## config.mk

```make
export PLATFORM = sky130hd
export DESIGN_NAME = integer_to_ascii_radix
export DESIGN_NICKNAME = d
export VERILOG_FILES = /design/src/hdl/itoar_pkg.sv /design/src/hdl/itoar_front.sv /design/src/hdl/itoar_queue.sv /design/src/hdl/itoar_back.sv /design/src/hdl/integer_to_ascii_radix.sv
export SDC_FILE = /design/constraint.sdc
export NUM_CORES = 1
export LEC_CHECK = 0
export BUFFER_PORTS_ARGS = -buffer_cell sky130_fd_sc_hd__buf_2
export CAP_MARGIN = 20
export CORE_MARGIN = 2
export CORE_UTILIZATION = 40
export DETAILED_ROUTE_END_ITERATION = 10
export PLACE_DENSITY = 0.61
export SLEW_MARGIN = 20
export SYNTH_ARGS = -nofsm -noshare
export SYNTH_HDL_FRONTEND = slang
export SYNTH_SLANG_ARGS = --single-unit
```

## constraint.sdc

```tcl
create_clock -name clk -period 7.5 [get_ports clk]
set_input_delay 0.75 -clock clk [delete_from_list [all_inputs] [get_ports clk]]
set_output_delay 0.75 -clock clk [all_outputs]
set_load 0.02 [all_outputs]
```

## src/hdl/itoar_pkg.sv

```systemverilog
// Shared constants, types and the radix divider step for the integer to ASCII converter.
// No dependencies.
package itoar_pkg;

  localparam int RADIX_W     = 5;
  localparam int ADDR_W      = 3;
  localparam int DATA_W      = 32;
  localparam int NIB_W       = 4;
  localparam int QUEUE_DEPTH = 2;
  localparam int QPTR_W      = 1;

  localparam logic [RADIX_W-1:0] RADIX_RESET   = 5'd10;
  localparam logic [RADIX_W-1:0] RADIX_MIN     = 5'd2;
  localparam logic [RADIX_W-1:0] RADIX_MAX     = 5'd16;
  localparam logic [RADIX_W-1:0] RADIX_DECIMAL = 5'd10;

  localparam logic [ADDR_W-3:0] REG_RADIX = 1'b0;

  localparam logic [7:0] CHAR_MINUS = 8'h2D;

  localparam logic [7:0] DIGIT_CHARS [16] = '{
    8'h30, 8'h31, 8'h32, 8'h33, 8'h34, 8'h35, 8'h36, 8'h37,
    8'h38, 8'h39, 8'h41, 8'h42, 8'h43, 8'h44, 8'h45, 8'h46
  };

  typedef struct packed {
    logic               sign;
    logic [RADIX_W-1:0] radix;
  } item_ctrl_t;

  typedef struct packed {
    logic [NIB_W-1:0] rem;
    logic [NIB_W-1:0] quo;
  } step_t;

  // Four restoring division steps on a remainder that stays below the radix.
  function automatic step_t div_step(input logic [NIB_W-1:0]   rem_in,
                                     input logic [NIB_W-1:0]   nib,
                                     input logic [RADIX_W-1:0] radix);
    step_t              r;
    logic [RADIX_W-1:0] t;
    r     = '0;
    r.rem = rem_in;
    for (int k = NIB_W - 1; k >= 0; k--) begin
      t = {r.rem, nib[k]};
      if (t >= radix) begin
        r.quo[k] = 1'b1;
        t        = t - radix;
      end else begin
        r.quo[k] = 1'b0;
      end
      r.rem = t[NIB_W-1:0];
    end
    return r;
  endfunction

endpackage

```

## src/hdl/itoar_front.sv

```systemverilog
// Front stage: accepts a signed value, forms its magnitude and decides on a sign character.
// Depends on itoar_pkg.
module itoar_front #(
  parameter int VALUE_WIDTH = 32
) (
  input  logic                            clk,
  input  logic                            rst,
  input  logic                            in_valid,
  output logic                            in_stall,
  input  logic signed [VALUE_WIDTH-1:0]   value,
  input  logic [itoar_pkg::RADIX_W-1:0]   radix,
  output logic                            push_valid,
  input  logic                            push_stall,
  output itoar_pkg::item_ctrl_t           push_ctrl,
  output logic [VALUE_WIDTH-1:0]          push_mag
);
  import itoar_pkg::*;

  logic                   f_valid;
  item_ctrl_t             f_ctrl;
  logic [VALUE_WIDTH-1:0] f_mag;
  logic [VALUE_WIDTH-1:0] value_u;
  logic                   accept;

  assign value_u    = unsigned'(value);
  assign in_stall   = f_valid && push_stall;
  assign accept     = in_valid && !in_stall;
  assign push_valid = f_valid;
  assign push_ctrl  = f_ctrl;
  assign push_mag   = f_mag;

  always_ff @(posedge clk) begin
    if (rst) begin
      f_valid <= 1'b0;
    end else if (accept) begin
      f_valid <= 1'b1;
    end else if (!push_stall) begin
      f_valid <= 1'b0;
    end
  end

  always_ff @(posedge clk) begin
    if (accept) begin
      f_ctrl.sign  <= value_u[VALUE_WIDTH-1] && (radix == RADIX_DECIMAL);
      f_ctrl.radix <= radix;
      f_mag        <= value_u[VALUE_WIDTH-1] ?
                      (~value_u + {{(VALUE_WIDTH-1){1'b0}}, 1'b1}) : value_u;
    end
  end

endmodule

```

## src/hdl/itoar_queue.sv

```systemverilog
// Two-entry request queue between the front stage and the conversion engine.
// Depends on itoar_pkg.
module itoar_queue #(
  parameter int WIDTH = 38
) (
  input  logic             clk,
  input  logic             rst,
  input  logic             wr_valid,
  output logic             wr_stall,
  input  logic [WIDTH-1:0] wr_data,
  output logic             rd_valid,
  input  logic             rd_stall,
  output logic [WIDTH-1:0] rd_data
);
  import itoar_pkg::*;

  logic [WIDTH-1:0]  entries [QUEUE_DEPTH];
  logic [QPTR_W-1:0] wr_ptr;
  logic [QPTR_W-1:0] rd_ptr;
  logic [QPTR_W:0]   count;
  logic              do_wr;
  logic              do_rd;

  assign wr_stall = (count == (QPTR_W+1)'(QUEUE_DEPTH));
  assign rd_valid = (count != '0);
  assign rd_data  = entries[rd_ptr];
  assign do_wr    = wr_valid && !wr_stall;
  assign do_rd    = rd_valid && !rd_stall;

  always_ff @(posedge clk) begin
    if (rst) begin
      wr_ptr <= '0;
      rd_ptr <= '0;
      count  <= '0;
    end else begin
      if (do_wr) begin
        wr_ptr <= wr_ptr + 1'b1;
      end
      if (do_rd) begin
        rd_ptr <= rd_ptr + 1'b1;
      end
      if (do_wr && !do_rd) begin
        count <= count + 1'b1;
      end else if (do_rd && !do_wr) begin
        count <= count - 1'b1;
      end
    end
  end

  always_ff @(posedge clk) begin
    if (do_wr) begin
      entries[wr_ptr] <= wr_data;
    end
  end

endmodule

```

## src/hdl/itoar_back.sv

```systemverilog
// Conversion engine: divides the magnitude by the radix one digit at a time, stacks the
// digits and sends the characters most significant first. Depends on itoar_pkg.
module itoar_back #(
  parameter int VALUE_WIDTH = 32
) (
  input  logic                   clk,
  input  logic                   rst,
  input  logic                   q_valid,
  output logic                   q_stall,
  input  itoar_pkg::item_ctrl_t  q_ctrl,
  input  logic [VALUE_WIDTH-1:0] q_mag,
  output logic                   out_valid,
  input  logic                   out_stall,
  output logic [7:0]             character,
  output logic                   last
);
  import itoar_pkg::*;

  localparam int NCH   = (VALUE_WIDTH + NIB_W - 1) / NIB_W;
  localparam int PAD_W = NCH * NIB_W;
  localparam int CNT_W = $clog2(NCH);
  localparam int ND_W  = $clog2(VALUE_WIDTH + 1);

  typedef enum logic [1:0] {S_IDLE, S_DIV, S_EMIT} state_t;

  state_t           state;
  item_ctrl_t       ctrl;
  logic [PAD_W-1:0] work;
  logic [PAD_W-1:0] work_next;
  logic [NIB_W-1:0] rem;
  logic [CNT_W-1:0] chunk;
  logic [NIB_W-1:0] digits [VALUE_WIDTH];
  logic [ND_W-1:0]  nd;
  logic             sign_pend;
  logic             out_free;
  step_t            step;

  assign q_stall   = (state != S_IDLE);
  assign out_free  = !out_valid || !out_stall;
  assign step      = div_step(rem, work[PAD_W-1 -: NIB_W], ctrl.radix);
  assign work_next = {work[PAD_W-NIB_W-1:0], step.quo};

  always_ff @(posedge clk) begin
    if (rst) begin
      state     <= S_IDLE;
      out_valid <= 1'b0;
      sign_pend <= 1'b0;
    end else begin
      if (out_valid && !out_stall && state != S_EMIT) begin
        out_valid <= 1'b0;
      end
      unique case (state)
        S_IDLE: begin
          if (q_valid) begin
            ctrl      <= q_ctrl;
            work      <= PAD_W'(q_mag);
            rem       <= '0;
            chunk     <= '0;
            nd        <= '0;
            sign_pend <= q_ctrl.sign;
            state     <= S_DIV;
          end
        end
        S_DIV: begin
          work <= work_next;
          if (chunk == CNT_W'(NCH - 1)) begin
            digits[0] <= step.rem;
            for (int i = 1; i < VALUE_WIDTH; i++) begin
              digits[i] <= digits[i-1];
            end
            nd    <= nd + 1'b1;
            rem   <= '0;
            chunk <= '0;
            if (work_next == '0) begin
              state <= S_EMIT;
            end
          end else begin
            rem   <= step.rem;
            chunk <= chunk + 1'b1;
          end
        end
        S_EMIT: begin
          if (out_free) begin
            out_valid <= 1'b1;
            if (sign_pend) begin
              character <= CHAR_MINUS;
              last      <= 1'b0;
              sign_pend <= 1'b0;
            end else begin
              character <= DIGIT_CHARS[digits[0]];
              last      <= (nd == ND_W'(1));
              for (int i = 0; i < VALUE_WIDTH - 1; i++) begin
                digits[i] <= digits[i+1];
              end
              nd <= nd - 1'b1;
              if (nd == ND_W'(1)) begin
                state <= S_IDLE;
              end
            end
          end
        end
        default: state <= S_IDLE;
      endcase
    end
  end

  a_rem_below_radix: assert property (@(posedge clk) disable iff (rst)
    (state == S_DIV) |-> ({1'b0, rem} < ctrl.radix))
    else $error("division remainder reached the radix");

  a_minus_not_last: assert property (@(posedge clk) disable iff (rst)
    (out_valid && character == CHAR_MINUS) |-> !last)
    else $error("sign character marked as final character");

  a_emit_has_digits: assert property (@(posedge clk) disable iff (rst)
    (state == S_EMIT) |-> (nd != '0 && nd <= ND_W'(VALUE_WIDTH)))
    else $error("emitting with a bad digit count");

  a_sign_only_decimal: assert property (@(posedge clk) disable iff (rst)
    (state == S_EMIT && sign_pend) |-> (ctrl.radix == RADIX_DECIMAL))
    else $error("sign pending outside radix ten");

endmodule

```

## src/hdl/integer_to_ascii_radix.sv

```systemverilog
// Integer to ASCII converter in a programmable radix: APB radix register, front stage,
// request queue and conversion engine. Depends on itoar_pkg, itoar_front, itoar_queue, itoar_back.
//
// Each request carries one signed value and produces its text in the radix held in the
// register at byte address 0 (2 to 16, resets to 10, the low five bits of a written value
// saturate into range), one character per output transfer, most significant first, with
// last on the final one. Only radix ten prints a minus sign; other radixes print the
// magnitude. The front stage and a two-entry queue take new requests while the engine
// works. The engine picks up a request, then works out each digit in its shared divider,
// which retires four quotient bits per cycle, then moves the characters into the output
// register one at a time, holding while the receiver stalls.
module integer_to_ascii_radix #(
  parameter int VALUE_WIDTH = 32
) (
  input  logic                           clk,
  input  logic                           rst,
  input  logic                           psel,
  input  logic                           penable,
  input  logic                           pwrite,
  input  logic [itoar_pkg::ADDR_W-1:0]   paddr,
  input  logic [itoar_pkg::DATA_W-1:0]   pwdata,
  output logic [itoar_pkg::DATA_W-1:0]   prdata,
  output logic                           pready,
  input  logic                           in_valid,
  output logic                           in_stall,
  input  logic signed [VALUE_WIDTH-1:0]  value,
  output logic                           out_valid,
  input  logic                           out_stall,
  output logic [7:0]                     character,
  output logic                           last
);
  import itoar_pkg::*;

  localparam int QW = $bits(item_ctrl_t) + VALUE_WIDTH;

  logic [RADIX_W-1:0]     radix;
  logic [RADIX_W-1:0]     wr_radix;
  logic                   reg_hit;
  logic                   push_valid;
  logic                   push_stall;
  item_ctrl_t             push_ctrl;
  logic [VALUE_WIDTH-1:0] push_mag;
  logic                   pop_valid;
  logic                   pop_stall;
  logic [QW-1:0]          pop_data;
  item_ctrl_t             pop_ctrl;
  logic [VALUE_WIDTH-1:0] pop_mag;

  assign pready   = 1'b1;
  assign reg_hit  = (paddr[ADDR_W-1:2] == REG_RADIX);
  assign wr_radix = pwdata[RADIX_W-1:0];
  assign prdata   = reg_hit ? {{(DATA_W-RADIX_W){1'b0}}, radix} : '0;

  always_ff @(posedge clk) begin
    if (rst) begin
      radix <= RADIX_RESET;
    end else if (psel && penable && pwrite && pready && reg_hit) begin
      if (wr_radix < RADIX_MIN) begin
        radix <= RADIX_MIN;
      end else if (wr_radix > RADIX_MAX) begin
        radix <= RADIX_MAX;
      end else begin
        radix <= wr_radix;
      end
    end
  end

  itoar_front #(.VALUE_WIDTH(VALUE_WIDTH)) u_front (
    .clk        (clk),
    .rst        (rst),
    .in_valid   (in_valid),
    .in_stall   (in_stall),
    .value      (value),
    .radix      (radix),
    .push_valid (push_valid),
    .push_stall (push_stall),
    .push_ctrl  (push_ctrl),
    .push_mag   (push_mag)
  );

  itoar_queue #(.WIDTH(QW)) u_queue (
    .clk      (clk),
    .rst      (rst),
    .wr_valid (push_valid),
    .wr_stall (push_stall),
    .wr_data  ({push_ctrl, push_mag}),
    .rd_valid (pop_valid),
    .rd_stall (pop_stall),
    .rd_data  (pop_data)
  );

  assign pop_ctrl = pop_data[QW-1:VALUE_WIDTH];
  assign pop_mag  = pop_data[VALUE_WIDTH-1:0];

  itoar_back #(.VALUE_WIDTH(VALUE_WIDTH)) u_back (
    .clk       (clk),
    .rst       (rst),
    .q_valid   (pop_valid),
    .q_stall   (pop_stall),
    .q_ctrl    (pop_ctrl),
    .q_mag     (pop_mag),
    .out_valid (out_valid),
    .out_stall (out_stall),
    .character (character),
    .last      (last)
  );

endmodule

```

# Yosys cells after proc, flatten, opt, wreduce, memory -nomap -nowiden
# Memories as Yosys holds them, arrays and structs flattened. A register that Yosys moved wholly into a read port is not among the register bits.
# Index checks and enable logic that the tools add are counted.
# word_totals
reg_bits,103
ramBits,204
romBits,128
input_bits,74
output_inout_bits,44
elab_cells,208
mem_count,3
# memory_table
memory,words,width,read_ports,rd_ports_with_merged_regs,wr,line_no,source
(name not given),16,8,1,1,0,itoar_back.sv:90,character <= DIGIT_CHARS[digits[0]];
u_back.digits,32,4,32,0,32,itoar_back.sv:32,logic [NIB_W-1:0] digits [VALUE_WIDTH];
u_queue.entries,2,38,1,1,1,itoar_queue.sv:17,logic [WIDTH-1:0] entries [QUEUE_DEPTH];
# classes
add_sub_neg,12
order_cmp,6
n_eq_ne,14
mux,86
bitwise_logic,35
n_reduce_logical,34
# op_table
op,count
4-bit two-way mux,37
32-bit one-hot mux with 2 select lines,1
32-bit by 1-bit adder with 32-bit output (second input constant),1
32-bit zero test,1
32-bit two-way mux,1
32-bit inverter,1
31-bit two-way mux,1
1-bit OR,31
1-bit two-way mux,24
6-bit two-way mux,4
5-bit >= comparator,4
6-bit one-hot mux with 3 select lines,1
2-bit two-way mux,8
4-bit subtractor,4
5-bit two-way mux,3
1-bit logical AND,12
3-bit AND reduction,4
6-bit AND reduction,2
2-bit nonzero test,5
2-bit by 1-bit != test with 1-bit output (second input constant),4
2-bit != test (second input constant),4
4-bit one-hot mux with 2 select lines,1
1-bit zero test,7
6-bit by 1-bit adder with 6-bit output (second input constant),1
other kinds (21),25

# Logic depth before layout (Yosys ltp)
# Gate-level depths: netlist of the first run.
# logic_depth
ltp_word,12
depth_mapped,26
ltp_nobuf,26

# By module
# A second synthesis of the first run with hierarchy kept.
# unflattened
hier_cells,1200
area_unflattened_um2,14620.3
# by_module_without_submodules
mod,n_inst,cells_per_inst,area_each_um2,seq_area_each_um2
itoar_back,1,854,9175.0,5665.4
itoar_queue,1,143,2960.3,2382.3
itoar_front,1,147,2006.9,1161.1
integer_to_ascii_radix,1,56,478.0,100.1

# Least setup slack after synthesis of the first run
# OpenSTA, ideal clock, no wires.
# synth_path
path_kind,reg2reg
from,reg u_back.ctrl[1] (netlist bit)
to,reg u_back.state[0]
setup_ps,70
t_arrival_ps,5727
required_time_ps,7430
setup_slack_ps,1703
path_stages_with_launch,23
path_buffers,0
period_less_slack_ps,5797
cell_sequence,edfxtp_1 > inv_1 > ha_1 > a21o_1 > a31oi_1 > o21a_1 > mux2_2 > ha_1 > a21o_1 > a31oi_1 > o21ai_0 > mux2_2 > ha_1 > and2_1 > a221oi_1 > mux2i_1 > ha_1 > and4_1 > nor3_1 > a21oi_1 > a21o_1 > or3b_2 > a21oi_1
# synth_via
elab_chain_cells,11
word_cells_on_any_way,17
# synth_rtl
item,line_no,source
from (decl),itoar_back.sv:27,item_ctrl_t ctrl;
from (signal assigned),itoar_back.sv:55,ctrl <= q_ctrl;
4-bit subtractor or 5-bit >= comparator (tied branches),"itoar_pkg.sv:48, itoar_pkg.sv:46",
4-bit two-way mux,itoar_pkg.sv:46,if (t >= radix) begin
4-bit subtractor or 5-bit >= comparator (tied branches),"itoar_pkg.sv:48, itoar_pkg.sv:46",
4-bit two-way mux,itoar_pkg.sv:46,
4-bit subtractor or 5-bit >= comparator (tied branches),"itoar_pkg.sv:48, itoar_pkg.sv:46",
4-bit two-way mux,itoar_pkg.sv:46,
5-bit >= comparator,itoar_pkg.sv:46,
1-bit two-way mux,itoar_pkg.sv:46,
32-bit zero test (*),itoar_back.sv:74,if (work_next == '0) begin
2-bit by 1-bit != test with 1-bit output (no line) (*),--,
6-bit AND reduction (no line) (*),--,
to (signal assigned),itoar_back.sv:75,state <= S_EMIT;
to (signal assigned),itoar_back.sv:97,state <= S_IDLE;
to (signal assigned),itoar_back.sv:102,default: state <= S_IDLE;
to (decl),itoar_back.sv:26,state_t state;
# Every way passes the cells marked *; elsewhere a longest branch is shown, timed or not.
# A chain may end at the register's enable or synchronous reset.

==> impl_metrics.csv, run 1 <==
group,metric,value,unit
yosys,synth.most_common_cell,"nand2_1",
setup_path,start_kind,"flip-flop",
worst_hold_path,hp-class,"flip-flop to flip-flop",
power,p_total,6.213,mW
floorplanning,fp.dieW,193.1,um
timing,setup_tns,0,ns
power,combPwrFrac,0.341,
yosys,synth.largest_area_cell,"edfxtp_1",
floorplanning,rows,69,
cts,cts_made_buffers,35,
setup_path,critical_path_class,"flip-flop to flip-flop",
routing,drtAntennaViolNets,0,
cts,clock-sinks,315,
timing,finalSetupViolCount,0,
placed_design,place.gp.congestion,0.8390,
global_routing,grt_max_degree,77,
yosys,syn-instance-count,1220,
cts,post_cts_buffers,0,
setup_path,r2r_slack,0.83,ns
routing,vias,8582,
power,switching_share,0.3275,
floorplanning,die_area,37270,um^2
yosys,synth.area.top_cells,"edfxtp_1 63%, nand2_1 11%, ha_1 2.8%, mux2i_1 2.8%, xnor2_1 2.3%",
global_routing,grt.busiest_layer,"met2",
cts,cts_root_buf,"clkbuf_16",
setup_path,cp.required,7.73,ns
yosys,synth_ff_type,"edfxtp_1",
routing,drtIter0Drc,537,
floorplanning,io_pins,118,
global_routing,grt_overflow,0,
placed_design,port_buffers,59,
cts,clk_latency,0.51,ns
setup_path,crit_end,"u_back.digits[0][3]",
timing,timing.final.crit_share,0.8894,
global_routing,met2_usage,0.2128,
cts,ctsLongestPathBuffers,3,
yosys,synth_area,14300,um^2
yosys,yosysWarnings,0,
yosys,ys_seq_area_frac,0.6511,
global_routing,antenna_found_initial,0,
finish,drive_gt1_frac,0.1144,
global_routing,grt_usage,0.1320,
setup_path,crit_path_start,"u_back.ctrl[1]",
timing,slew_violations,0,
power,clkPwrFrac,0.259,
global_routing,grt_pass1_wl,40.31,mm
routing,vias_per_cell,4.868,
global_routing,use_met3,0.02371,
yosys,postSynthAreaPerCell,11.72,um^2
setup_path,crit_fanout,7,
cts,post_cts_resized,0,
outcome,status,"finished clean",
cts,cts_tree,"built",
timing,worst_pin_slew,0.9428,ns
yosys,synth_seq_cells,315,
timing,rsz0062_at_grt,"no",
timing,fmax,0.1499,GHz
global_routing,first_global_vias,8161,
job,maxCapViolCount,0,
yosys,synthTopCellsByCount,"413 x nand2_1, 300 x edfxtp_1, 52 x o21ai_0, 43 x clkbuf_1, 40 x mux2i_1",
cts,clkTransAtPathRegs,0.06,ns
power,leakage,6.107,nW
floorplanning,core-area,35400,um^2
power,p_switching,2.035,mW
power,powerDensity,386.1,nW/um^2
timing,setup_ws,0.8298,ns
placed_design,hpwl,15.22,mm
finish,final_nets,1388,
setup_path,worstPathArrival,6.90,ns
timing,min_period,6.670,ns
setup_path,r2r_cells,22,
routing,drc,0,
power,seqPwrFrac,0.400,
routing,drt-pass1-iter-count,5,
setup_path,crit_path_end_kind,"flip-flop",
finish,area_delta_synth_final,12.58,%
worst_hold_path,whs_path_depth,0,
timing,slew_headroom,0.3701,
placed_design,dpl-instance-area,14990,um^2
routing,wl_per_cell,13.63,um
routing,wirelength,24.03,mm
floorplanning,start_util,0.4039,
global_routing,grtUsageMet1,0.1822,
power,ir_drop,0.0003541,V
yosys,synth_edf_count,300,
finish,antenna_cells,0,
finish,design_area,16090,um^2
setup_path,reg2reg_from,"u_back.ctrl[1]",
timing,skew,0.009459,ns
cts,htreeDepth,2,
yosys,synth_top_area_frac,0.6301,
yosys,async_flop_share,0,
cts,cts_hold_buffers,0,
timing,finalHoldViolations,0,
floorplanning,die_h,193.1,um
setup_path,reg2reg_to,"u_back.digits[0][3]",
power,cellInternalPower,4.179,mW
yosys,netlist-cell-type-count,60,
placed_design,pre_cts_ws,0.8623,ns
-- sequential cells by signal, summed over array words and instances, names as in the netlist, 3 cells and up, named ones only --
register / count
radix: 5
u_back.character: 7
u_back.chunk: 3
u_back.ctrl: 5
u_back.digits: 128
u_back.nd: 6
u_back.rem: 4
u_back.work: 32
u_front.push_ctrl: 6
u_front.push_mag: 32
u_queue.entries: 76
-- power by group through the flow --
| stage | combinational, mW | clock, mW | sequential, mW |
|---|---|---|---|
| global placement | 2.08 | 0 | 2.51 |
| global route | 2.42 | 1.72 | 2.51 |
| finish | 2.12 | 1.61 | 2.48 |
| floorplan | 1.68 | 0 | 2.48 |
| detailed placement | 2.12 | 0 | 2.52 |
| CTS | 2.13 | 1.65 | 2.49 |
-- cells by family after synthesis --
group | after synthesis | synth area share
compound gates | 124 | 0.05470
xor+xnor | 46 | 0.02818
fa+ha+maj | 36 | 0.03361
buf+inv | 109 | 0.03676
flops | 315 | 0.6511
mux | 51 | 0.03667
other cells | 2 | 0.0005253
simple gates | 537 | 0.1584
-- through the flow --
step / hold slack (ns) / utilization / cells
6_report: 0.4406 / 0.4547 / 1763
5_1_grt: 0.4446 / 0.4547 / 1763
4_1_cts: 0.4421 / 0.4540 / 1762
3_5_place_dp: 0.4290 / 0.4235 / 1701
3_3_place_gp: 0.4228 / 0.4235 / 1701
2_1_floorplan: 0.4215 / - / 1247
-- worst min path at each step --
stage / from / end / slack, ns
global route: u_front.push_mag[24] / u_queue.entries[0][24] / 0.44
finish: u_front.push_mag[6] / u_queue.entries[0][6] / 0.44
detailed placement: u_front.push_mag[6] / u_queue.entries[0][6] / 0.43
floorplan: u_front.push_mag[0] / u_queue.entries[0][0] / 0.42
global placement: u_front.push_ctrl[1] / u_queue.entries[0][33] / 0.42
CTS: u_front.push_mag[24] / u_queue.entries[0][24] / 0.44
-- area by class of cell --
cell class | instances | area, um^2
Timing Repair Buffer | 71 | 397.9
Tap cell | 461 | 576.8
Clock inverter | 18 | 150.1
Clock buffer | 43 | 927.1
Inverter | 32 | 120.1
Sequential cell | 315 | 9310
Fill cell | 3237 | 19300
Multi-Input combinational cell | 823 | 4612
-- critical path, cell delays in order, from the launching register on --
cell,delay [ns]
edfxtp_1,0.47
inv_1,0.31
ha_1,0.32
a31oi_1,0.23
o21a_1,0.25
mux2_2,0.38
ha_1,0.35
a21o_1,0.12
a31oi_1,0.04
o21ai_0,0.53
a21boi_0,0.30
ha_1,0.41
nand2_1,0.06
o21ai_0,0.24
a221o_1,0.33
mux2i_1,0.41
ha_1,0.32
nor2b_1,0.15
o31ai_1,0.31
a21oi_1,0.24
and3_1,0.23
a211oi_1,0.28
a21oi_1,0.12
-- metal layers --
metal | vias to the layer above | wire, um | part of all wire
li1 | 4330 | - | -
met1 | 4052 | 11390 | 0.47
met2 | 161 | 11130 | 0.46
met3 | 39 | 909 | 0.038
met4 | 0 | 600 | 0.025
met5 | - | 0 | 0
-- placed cells by master, fill, tap and decap left out, types with 9 or more instances in the layout --
master / netlist / layout
nor2b_1: 13 / 12
buf_4: 29 / 11
conb_1: 2 / 29
nor4_1: 12 / 11
a21o_1: 10 / 10
o31ai_1: 11 / 11
edfxtp_1: 300 / 300
nor2_1: 38 / 37
nand2_1: 413 / 412
buf_2: 0 / 59
ha_1: 32 / 31
clkbuf_16: 0 / 36
inv_1: 31 / 31
mux2_2: 11 / 11
o21ai_0: 52 / 52
xnor2_1: 38 / 38
mux2i_1: 40 / 40
dfxtp_1: 15 / 14
a21oi_1: 19 / 19
clkinv_1: 0 / 9
Note: power is estimated with default switching activity, not from simulation.
==> run 2: changes to the inputs <==
- BUFFER_PORTS_ARGS: -buffer_cell sky130_fd_sc_hd__buf_2 -> unset
- CELL_PAD_IN_SITES_DETAIL_PLACEMENT: unset -> 0
- CELL_PAD_IN_SITES_GLOBAL_PLACEMENT: unset -> 1
- CTS_CLUSTER_SIZE: unset -> 8
- DONT_BUFFER_PORTS: unset -> 1
- PLACE_DENSITY: 0.61 -> 0.68
==> run 2 against run 1 <==
  * Sequential cell count stayed put
  * Setup slack worse by 0.087 ns
  * Core utilization is 0.42 points lower
  * Largest power group unchanged
  * Critical path depth stayed put
  * Highest routed layer unchanged
  * Fmax is 1.3% lower
  * Sequential share of layout area is 0.54 points higher
  * Clock skew is 0.0074 ns higher
  * Register-to-register slack worse by 0.09 ns
  * Cell area is 0.93% lower
  * First-iteration DRC count is 19% lower
==> impl_metrics.csv, run 2 (synthesis results as in run 1) <==
group,metric,value,unit
outcome,status,"finished clean",
routing,drtIter0Drc,436,
routing,drt-pass1-iter-count,5,
placed_design,hpwl,15.68,mm
timing,slew_violations,0,
global_routing,antenna_found_initial,0,
timing,min_period,6.758,ns
power,ir_drop,0.0002563,V
timing,finalSetupViolCount,0,
floorplanning,io_pins,118,
placed_design,dpl-instance-area,14720,um^2
power,powerDensity,401.5,nW/um^2
timing,slew_headroom,0.3155,
cts,clk_latency,0.53,ns
finish,final_common_cell,"nand2_1",
finish,regMostFlops,"u_back.digits",
finish,fin_util,0.4505,
finish,antenna_cells,0,
timing,fmax,0.1480,GHz
floorplanning,die_h,193.1,um
power,leakage,5.943,nW
setup_path,cp.required,7.75,ns
cts,post_cts_resized,0,
cts,htreeDepth,2,
cts,cts_tree,"built",
finish,design_area,15950,um^2
timing,finalHoldViolations,0,
job,maxCapViolCount,0,
finish,reg.largest.list,"u_back.digits: 128 flops, u_queue.entries: 76 flops",
placed_design,port_buffers,0,
floorplanning,die_area,37270,um^2
global_routing,first_global_vias,8278,
routing,drtAntennaViolNets,0,
routing,vias,8371,
finish,multiInputGateArea,4612,um^2
routing,wirelength,24.82,mm
cts,cts_hold_buffers,0,
setup_path,crit_path_end_kind,"flip-flop",
setup_path,crit_fanout,7,
cts,post_cts_buffers,0,
worst_hold_path,hp-class,"input pin to flip-flop",
finish,area_delta_synth_final,11.54,%
setup_path,worstPathArrival,7.01,ns
setup_path,critical_path_class,"flip-flop to flip-flop",
timing,rsz0062_at_grt,"no",
timing,worst_pin_slew,1.025,ns
global_routing,grt_max_degree,77,
finish,fillers,3286,
finish,largest_reg_flops,128,
floorplanning,core-area,35400,um^2
finish,seq_area,9310,um^2
cts,cts_made_buffers,45,
finish,final_nets,1339,
global_routing,grt_usage,0.1349,
floorplanning,rows,69,
routing,vias_per_cell,4.921,
finish,drive_gt1_frac,0.07581,
setup_path,start_kind,"flip-flop",
routing,drc,0,
cts,clock-sinks,315,
cts,clkTransAtPathRegs,0.05,ns
global_routing,grt_pass1_wl,40.61,mm
cts,cts_root_buf,"clkbuf_16",
timing,setup_tns,0,ns
routing,wl_per_cell,14.59,um
cts,ctsLongestPathBuffers,3,
power,p_total,6.401,mW
timing,skew,0.01685,ns
floorplanning,fp.dieW,193.1,um
finish,layout_common_cells,"412 x nand2_1, 300 x edfxtp_1, 52 x o21ai_0",
global_routing,grt_overflow,0,
floorplanning,start_util,0.4039,
placed_design,place.gp.congestion,0.8151,
timing,timing.final.crit_share,0.9010,
[run 2: cell count changes in the layout (fill, tap and decap cells not counted), sizes merged]
cell      delta
bufinv       -2
clkinvlp     -1
buf         -59
clkinv      -13
clkbuf      +13
[run 2: where the power goes]
part	total, mW	internal (mW)	switching, mW
Combinational	2.12	0.879	1.24
Sequential	2.50	2.35	0.151
Clock	1.79	1.11	0.679
[run 2: path summary, 6_finish.rpt]
kind,start,end,slack (ns),cells past startpoint
hold reg to reg,u_front.push_mag[3],u_queue.entries[1][3],0.44,0
setup reg to reg,u_back.ctrl[1],u_back.digits[0][3],0.74,22
setup / recovery,u_back.ctrl[1],u_back.digits[0][3],0.74,22
hold / removal,rst,radix[2],0.29,1
[run 2: per-layer routing]
layer  GRT usage  routed length (um)
met5           0                   0
met2      0.2159               11470
met4     0.04079                 455
met3     0.02950                1166
met1      0.1843               11730
[run 2: final cells by class]
class,instances,area share
repair buffers,12,0.006434
flip-flops and latches,315,0.5839
multi-input cells,823,0.2892
clock inverters,2,0.0008632
clock buffers,56,0.07588
inverters,32,0.007533
well taps,461,0.03617
[run 2: worst max-delay path, cell delays in order (launching register included)]
cell	delay, ns
edfxtp_1	0.47
inv_1	0.30
ha_1	0.31
a31oi_1	0.24
o21a_1	0.24
mux2_2	0.37
ha_1	0.35
a21o_1	0.13
a31oi_1	0.05
o21ai_0	0.51
a21boi_0	0.27
ha_1	0.39
a21oi_1	0.16
o21ai_0	0.14
a221o_1	0.41
mux2i_1	0.38
ha_1	0.32
nor2b_1	0.15
o31ai_1	0.31
a21oi_1	0.26
and3_1	0.25
a211oi_1	0.33
a21oi_1	0.11
[run 2: through the flow]
stage,hold WS (ns),worst slack (ns),std cells
after global routing,0.2595,0.1699,1701
after CTS,0.2519,0.7290,1701
after detailed placement,0.4307,0.7676,1643
final,0.2888,0.7424,1701
after floorplan,0.4215,1.703,1247
after global placement,0.4224,0.8842,1642
